## src/hw/rtl/windowed_rms_voltage_monitor_top_defines.svh

```systemverilog
// ============================================================================
// windowed_rms_voltage_monitor_top_defines.svh
// Assertion macros for the monitor RTL.
// ============================================================================
`ifndef WINDOWED_RMS_VOLTAGE_MONITOR_TOP_DEFINES_SVH
`define WINDOWED_RMS_VOLTAGE_MONITOR_TOP_DEFINES_SVH

// Same-cycle implication, disabled during reset
`define AST_IMPL(lbl, clk, rst_n, ante, cons) \
    lbl: assert property (@(posedge clk) disable iff (!rst_n) (ante) |-> (cons)) \
        else $error("assertion failed");

// Next-cycle implication, disabled during reset
`define AST_NEXT(lbl, clk, rst_n, ante, cons) \
    lbl: assert property (@(posedge clk) disable iff (!rst_n) (ante) |=> (cons)) \
        else $error("assertion failed");

`endif

```

## src/hw/rtl/wrvm_pkg.sv

```systemverilog
// ============================================================================
// wrvm_pkg
// Types, widths and codes shared by the RMS voltage monitor modules.
// ============================================================================
package wrvm_pkg;

    localparam int ADC_BITS = 12;
    localparam int CNT_BITS = 16;
    localparam logic [ADC_BITS-1:0] ADC_FULL = '1;
    localparam logic [CNT_BITS-1:0] CNT_FULL = '1;

    localparam int SUM_W   = 28;
    localparam int SQS_W   = 40;
    localparam int SQS_LO  = 20;
    localparam int DIFF_W  = 56;
    localparam int DEN_W   = 32;
    localparam int Q_W     = 40;
    localparam int RMS_W   = 20;
    localparam int SREM_W  = 22;
    localparam int V_W     = 24;
    localparam int CFG_W   = 24;
    localparam int MUL_W   = 29;
    localparam int PROD_W  = 2 * MUL_W;
    localparam int SC_W    = 46;
    localparam int OUT_W   = 112;
    localparam int FLAG_W  = 2;

    localparam int DIV_STEPS  = 40;
    localparam int SQRT_STEPS = 20;
    localparam int STEP_W     = 6;

    // Configuration register indexes
    localparam logic [2:0] CFG_GAIN    = 3'd0;
    localparam logic [2:0] CFG_OFFSET  = 3'd1;
    localparam logic [2:0] CFG_HASCAL  = 3'd2;
    localparam logic [2:0] CFG_WINMS   = 3'd3;
    localparam logic [2:0] CFG_SATFRAC = 3'd4;

    typedef enum logic [3:0] {
        S_IDLE, S_SQ, S_NLO, S_NHI, S_DEN, S_DIFF, S_DIV, S_SQRT,
        S_VRMS, S_VMIN, S_VMAX, S_SAT, S_DONE
    } t_state;

    typedef enum logic [3:0] {
        OP_NONE, OP_SAMPLE, OP_TICK, OP_SQ, OP_NLO, OP_NHI, OP_DEN, OP_DIFF,
        OP_DIV, OP_SQRT, OP_VRMS, OP_VMIN, OP_VMAX, OP_SAT, OP_DONE
    } t_op;

    typedef struct packed {
        t_op op;
    } t_cmd;

    typedef struct packed {
        logic close;   // next tick ends the window
        logic empty;   // no samples in the window
    } t_stat;

    // Clamp to the signed 24-bit range
    function automatic logic [V_W-1:0] sat_v(input logic signed [SC_W-1:0] v);
        logic [V_W-1:0] res;
        if (v > SC_W'(signed'(24'sh7FFFFF))) begin
            res = 24'h7FFFFF;
        end else if (v < -SC_W'(signed'(25'sh0800000))) begin
            res = 24'h800000;
        end else begin
            res = v[V_W-1:0];
        end
        return res;
    endfunction

endpackage

```

## src/hw/rtl/wrvm_ctrl.sv

```systemverilog
// ============================================================================
// wrvm_ctrl
// Sequencer: accepts items in idle, steps the datapath through a window close.
// ============================================================================
module wrvm_ctrl (
    input  logic            i_clk,
    input  logic            i_rst_n,
    input  logic            i_s_axis_tvalid,
    input  logic            i_func,
    output logic            o_s_axis_tready,
    output logic            o_m_axis_tvalid,
    input  logic            i_m_axis_tready,
    input  wrvm_pkg::t_stat i_stat,
    output wrvm_pkg::t_cmd  o_cmd
);
    import wrvm_pkg::*;

    t_state r_state, n_state;
    logic [STEP_W-1:0] r_step, n_step;
    logic r_mvalid, n_mvalid;
    logic w_out_free;

    assign w_out_free = !r_mvalid || i_m_axis_tready;

    // State, iteration counter and output valid
    always_ff @(posedge i_clk) begin
        if (!i_rst_n) begin
            r_state  <= S_IDLE;
            r_step   <= '0;
            r_mvalid <= 1'b0;
        end else begin
            r_state  <= n_state;
            r_step   <= n_step;
            r_mvalid <= n_mvalid;
        end
    end

    // Next state
    always_comb begin
        n_state = r_state;
        n_step  = '0;
        case (r_state)
            S_IDLE: begin
                if (i_s_axis_tvalid && i_func && i_stat.close && !i_stat.empty) begin
                    n_state = S_SQ;
                end
            end
            S_SQ:   n_state = S_NLO;
            S_NLO:  n_state = S_NHI;
            S_NHI:  n_state = S_DEN;
            S_DEN:  n_state = S_DIFF;
            S_DIFF: n_state = S_DIV;
            S_DIV: begin
                if (r_step == STEP_W'(DIV_STEPS - 1)) begin
                    n_state = S_SQRT;
                end else begin
                    n_step = r_step + 1'b1;
                end
            end
            S_SQRT: begin
                if (r_step == STEP_W'(SQRT_STEPS - 1)) begin
                    n_state = S_VRMS;
                end else begin
                    n_step = r_step + 1'b1;
                end
            end
            S_VRMS: n_state = S_VMIN;
            S_VMIN: n_state = S_VMAX;
            S_VMAX: n_state = S_SAT;
            S_SAT:  n_state = S_DONE;
            S_DONE: begin
                if (w_out_free) begin
                    n_state = S_IDLE;
                end
            end
            default: n_state = S_IDLE;
        endcase
    end

    // Outputs
    always_comb begin
        o_cmd.op        = OP_NONE;
        o_s_axis_tready = 1'b0;
        n_mvalid        = r_mvalid && !i_m_axis_tready;
        case (r_state)
            S_IDLE: begin
                o_s_axis_tready = 1'b1;
                if (i_s_axis_tvalid) begin
                    o_cmd.op = i_func ? OP_TICK : OP_SAMPLE;
                end
            end
            S_SQ:   o_cmd.op = OP_SQ;
            S_NLO:  o_cmd.op = OP_NLO;
            S_NHI:  o_cmd.op = OP_NHI;
            S_DEN:  o_cmd.op = OP_DEN;
            S_DIFF: o_cmd.op = OP_DIFF;
            S_DIV:  o_cmd.op = OP_DIV;
            S_SQRT: o_cmd.op = OP_SQRT;
            S_VRMS: o_cmd.op = OP_VRMS;
            S_VMIN: o_cmd.op = OP_VMIN;
            S_VMAX: o_cmd.op = OP_VMAX;
            S_SAT:  o_cmd.op = OP_SAT;
            S_DONE: begin
                if (w_out_free) begin
                    o_cmd.op = OP_DONE;
                    n_mvalid = 1'b1;
                end
            end
            default: o_cmd.op = OP_NONE;
        endcase
    end

    assign o_m_axis_tvalid = r_mvalid;

endmodule

```

## config.mk

```make
export PLATFORM = sky130hd
export DESIGN_NAME = wrvm_ctrl
export DESIGN_NICKNAME = d
export VERILOG_FILES = /design/src/hw/rtl/windowed_rms_voltage_monitor_top_defines.svh /design/src/hw/rtl/wrvm_pkg.sv /design/src/hw/rtl/wrvm_ctrl.sv
export SDC_FILE = /design/constraint.sdc
export NUM_CORES = 1
export LEC_CHECK = 0
export BUFFER_PORTS_ARGS = -buffer_cell sky130_fd_sc_hd__buf_2
export CORE_AREA = 2 2 51 53
export CTS_BUF_LIST = sky130_fd_sc_hd__clkbuf_8
export CTS_CLUSTER_SIZE = 24
export DETAILED_ROUTE_END_ITERATION = 8
export DIE_AREA = 0 0 53 55
export PLACE_DENSITY = 0.54
export RECOVER_POWER = 50
export SLEW_MARGIN = 10
export SYNTH_ARGS = -nofsm -noshare
export SYNTH_HDL_FRONTEND = slang
export SYNTH_SLANG_ARGS = --single-unit
```

## constraint.sdc

```tcl
create_clock -name i_clk -period 3.2 [get_ports i_clk]
set_input_delay 0.48 -clock i_clk [delete_from_list [all_inputs] [get_ports i_clk]]
set_output_delay 0.48 -clock i_clk [all_outputs]
set_load 0.02 [all_outputs]
```

# Word-level counts from Yosys, hierarchy flattened
# Index checks and enable logic that the tools add are counted.
[totals]
ff_bits = 11
latch_bits = 0
ramBits = 0
mem_bits_ro = 0
inputBits = 7
out_inout_bits = 6
elab_cells = 47
n_memories = 0
[op_classes]
add_sub_neg = 1
mul = 0
div_mod_pow = 0
order_cmp = 0
eq_ne = 18
n_shift = 0
muxes = 15
bitwise_logic = 0
reduce_logical = 10
[ops]
columns = ["operator", "n"]
rows = [
  ["$pmux W4 S13", 2],
  ["$eq A4 B4 Y1 const B", 5],
  ["$mux W4", 5],
  ["$eq A4 B3 Y1 const B", 4],
  ["$mux W6", 2],
  ["$pmux W6 S2", 1],
  ["$eq A4 B2 Y1 const B", 2],
  ["$ne A2 B2 Y1 const B", 4],
  ["$add A6 B1 Y6 const B", 1],
  ["$eq A6 B5 Y1 const B", 1],
  ["$eq A6 B6 Y1 const B", 1],
  ["$eq A4 B1 Y1 const B", 1],
  ["$logic_and A1 B1 Y1", 4],
  ["$logic_not A4 Y1", 1],
  ["$mux W2", 2],
  ["$reduce_and A4 Y1", 1],
  ["$logic_not A1 Y1", 3],
  ["$mux W1", 3],
  ["$logic_or A1 B1 Y1", 1],
]

# Depth between registers and ports, before layout
[depth]
word_depth = 5
ltp_mapped = 5
depth_no_buf = 5

# Worst setup path after synthesis
# No wires, ideal clock.
[synth_timing]
path_type = "reg2out"
start = "register r_mvalid, in the netlist o_m_axis_tvalid"
end = "output o_cmd[1] in the netlist's numbering"
arrival_time_ps = 1224
required_ps = 2720
setup_slack_ps = 1496
stages_incl_launch_ff = 5
path_buffers = 0
path_cell_list = "dfxtp_1 > nor2b_1 > nor2_1 > nor2_1 > a211oi_1"
[synth_rtl]
columns = ["item", "line_no", "rtl"]
rows = [
  ["start, declared", "wrvm_ctrl.sv:20", "logic r_mvalid, n_mvalid;"],
  ["start signal, assigned", "wrvm_ctrl.sv:34", "r_mvalid <= n_mvalid;"],
  ["end, declared", "wrvm_ctrl.sv:14", "output wrvm_pkg::t_cmd o_cmd"],
]

==> reports/results.tsv <==
stage	metric	value	unit
run_status	status	complete, no violations	
layout	Total Nets Final	101	
synth	Synth Cell Area	673	um^2
power	maximum vdd drop	0.220	mV
synth	post-synthesis sequential area ratio	32.7	%
clock_tree	Skew-Pair Late Insertion Delay	0.24	ns
critical_path	WS Path Type	reg -> out	
floorplan	core area	2360	um^2
timing	Slew Limit Fails	0	
timing	Worst-Margin Slew	0.450	ns
critical_path	depth of the most critical reg-to-reg path	4	
power	leakage power	0.292	nW
synth	largest family of logic cells by synthesized area	simple AND/OR/NAND/NOR gates	
critical_path	CP Max Fanout	13	
synth	post-synthesis mux area share	0	%
global_route	first-pass GRT wire length	2.33	mm
timing	final hold vios	0	
timing	Fmax	0.503	GHz
routing	WL met1	664	um
worst_hold_path	HP Class	reg -> reg	
clock_tree	post-CTS sizing	0	
synth	Adder-Cell Fraction of Synth Area	1.86	%
global_route	Congestion Overflow GR	0	
routing	Routed WL	1.39	mm
synth	Synth Area in Compound Gates	24.2	%
clock_tree	Clock transition at path regs	0.05	ns
floorplan	DIE HEIGHT	55	um
layout	Syn-to-layout area delta	12.6	%
critical_path	critical path launch point type	flop	
clock_tree	clk root buf	clkbuf_8	
synth	Synth Area in XOR/XNOR	2.60	%
timing	Final period util	62.1	%
place	buffers added on ports	12	
synth	Ys Warns	0	
clock_tree	Max Root-Sink Buffers	2	
timing	final hold slack	0.449	ns
timing	TNS Setup	0	ns
floorplan	Die W	53	um
global_route	number of global-route vias before repair	525	
routing	vias per cell	4.98	
worst_hold_path	Min-Delay Startpoint	r_step[0]	
clock_tree	CTS tree	done	
synth	#FFs+latches synth	11	
layout	filler instances	266	
timing	slew margin rel.	69.9	%
clock_tree	H-tree levels	1	
clock_tree	total CTS buffers	3	
floorplan	Starting Density	28.5	%
timing	Tmin final	1.99	ns
global_route	initial antenna violation count	0	
floorplan	row count	18	
layout	layout cell share with drive strength beyond 1	21.7	%
clock_tree	post-CTS setup buffers	0	
timing	unrepaired setup endpoints after global routing	false	
routing	Top Metal Used	met4	
critical_path	Req. time, crit path	2.72	ns
floorplan	die area	2920	um^2
critical_path	worst r2r src	r_state[0]	
routing	drt initial violations	12	
global_route	Overall Global Routing Usage	10.9	%
synth	Netlist cell types	34	
routing	DR WL met2	638	um
routing	DR vias	608	
routing	1st-pass router iterations	4	
critical_path	data arrival time of the worst path	1.51	ns
floorplan	IO Pins	13	
clock_tree	CTS Hold Bufs	0	
job	number of max-cap violations	0	
timing	setup violators final	0	
routing	wire length on met3	58	um
clock_tree	TritonCTS Sinks	11	
power	Pwr Density	403	nW/um^2
place	GPL Wtd Cong	0.824	
synth	Synth Area per Inst	8.31	um^2
critical_path	Critical Path End Type	output pin	
place	final HPWL from detailed placement	1.01	mm
synth	simple-gate area share of the yosys netlist	29.6	%
critical_path	CP startpoint	r_state[2]	
routing	wire per inst	11.4	um
routing	antenna violation net count after detailed routing	0	
synth	post-synthesis cell count	81	
layout	antenna cells	0	
timing	clock skew	0.000449	ns
global_route	largest net degree at the start of global routing	14	
synth	Synthesized Nets	89	
routing	Remaining DRCs	0	
worst_hold_path	Hold Path Depth	1	
layout make-up:
type,instances,area (um^2),share of cell area (%)
timing repair buffer,12,58.8,7.76
clock inverter,1,3.75,0.495
clock buffer,3,41.3,5.45
inverter,5,18.8,2.48
multi-input combinational,60,378,49.8
sequential,11,220,29.0
tap,30,37.5,4.95
layer usage:
layer,track usage [%],vias up
met5,0,-
met1,14.2,270
met3,2.42,4
met2,16.7,18
met4,6.41,0
li1,-,316
path summary, 6_finish.rpt:
path,to,slack (ns)
worst max register to register,r_state[3],1.54
worst max-delay path,o_cmd[3],1.21
worst min-delay path,r_step[0],0.45
worst min register to register,r_step[0],0.45
worst max-delay path, stage by stage, from the launching register on:
cell and delay [ns]:
dfxtp_1 0.56, nand2_1 0.09, nor2_1 0.34, a21o_1 0.12, buf_2 0.15
logic make-up (layout without fill, tap and decap cells):
family                     after synthesis  after routing
DFF                                     11             11
buffers and inverters                   10             21
adders and majority gates                1              1
xor gates and xnor gates                 2              2
and+or+nand+nor                         35             35
AOI/OAI and AO/OA                       22             22
flip-flops by register name, indices dropped and copies added (netlist names):
signal           flops
r_step               6
r_state              4
o_m_axis_tvalid      1
synthesized netlist by cell type:
library cell | count | area share, %
nand2_1 | 6 | 3.3
nor4b_2 | 1 | 2.2
and3_1 | 1 | 0.93
nor2_1 | 12 | 6.7
buf_2 | 2 | 1.5
and4bb_2 | 1 | 1.9
a21o_1 | 1 | 1.1
ha_1 | 1 | 1.9
buf_6 | 1 | 1.7
o31ai_1 | 2 | 2.2
a22oi_1 | 1 | 1.1
nand3_1 | 5 | 3.7
o21a_1 | 1 | 1.1
a211oi_1 | 2 | 2.2
o2111ai_1 | 1 | 1.3
inv_1 | 5 | 2.8
and2_4 | 1 | 1.3
buf_4 | 1 | 1.1
and4bb_4 | 1 | 2.4
o21ai_0 | 6 | 4.5
nor2b_1 | 1 | 0.93
nor3_1 | 2 | 1.5
nor4b_1 | 1 | 1.3
a31oi_1 | 1 | 0.93
nand4_1 | 1 | 0.93
dfxtp_1 | 11 | 33
a21oi_1 | 3 | 2.2
o221a_2 | 2 | 3.3
o22ai_1 | 1 | 0.93
o211ai_4 | 1 | 3.2
clkbuf_8 | 1 | 2.0
xnor2_1 | 2 | 2.6
nand3b_1 | 1 | 1.1
nand4b_1 | 1 | 1.3
power by group:
part / leakage [nW] / internal [W] / switching [W]
clock network: 0.0269 / 0.0000843 / 0.0000530
registers: 0.0887 / 0.000138 / 0.00000407
logic: 0.176 / 0.0000101 / 0.0000156
total: 0.292 / 0.000233 / 0.0000726
placed cells by master, fill, tap and decap left out, types with 2 or more instances in the layout:
cell type  synthesis  layout
nor2_1            12      12
buf_2              2      11
dfxtp_1           11      11
inv_1              5       6
nand2_1            6       6
o21ai_0            6       6
nand3_1            5       5
a21oi_1            3       3
clkbuf_8           1       3
nor3_1             2       2
a211oi_1           2       2
o31ai_1            2       2
xnor2_1            2       2
o221a_2            2       2
stage by stage:
stage          cell area [um^2]  utilization [%]  cells  power (W)  setup slack (ns)
2_1_floorplan               673                -     81   0.000162              1.50
3_3_place_gp                728             30.8    118   0.000171              1.47
3_5_place_dp                728             30.8    118   0.000171              1.44
4_1_cts                     773             32.7    122   0.000310              1.21
5_1_grt                     758             32.1    122   0.000317              1.06
6_report                    758             32.1    122   0.000305              1.21
No activity file was read; power rests on OpenSTA's default activity.
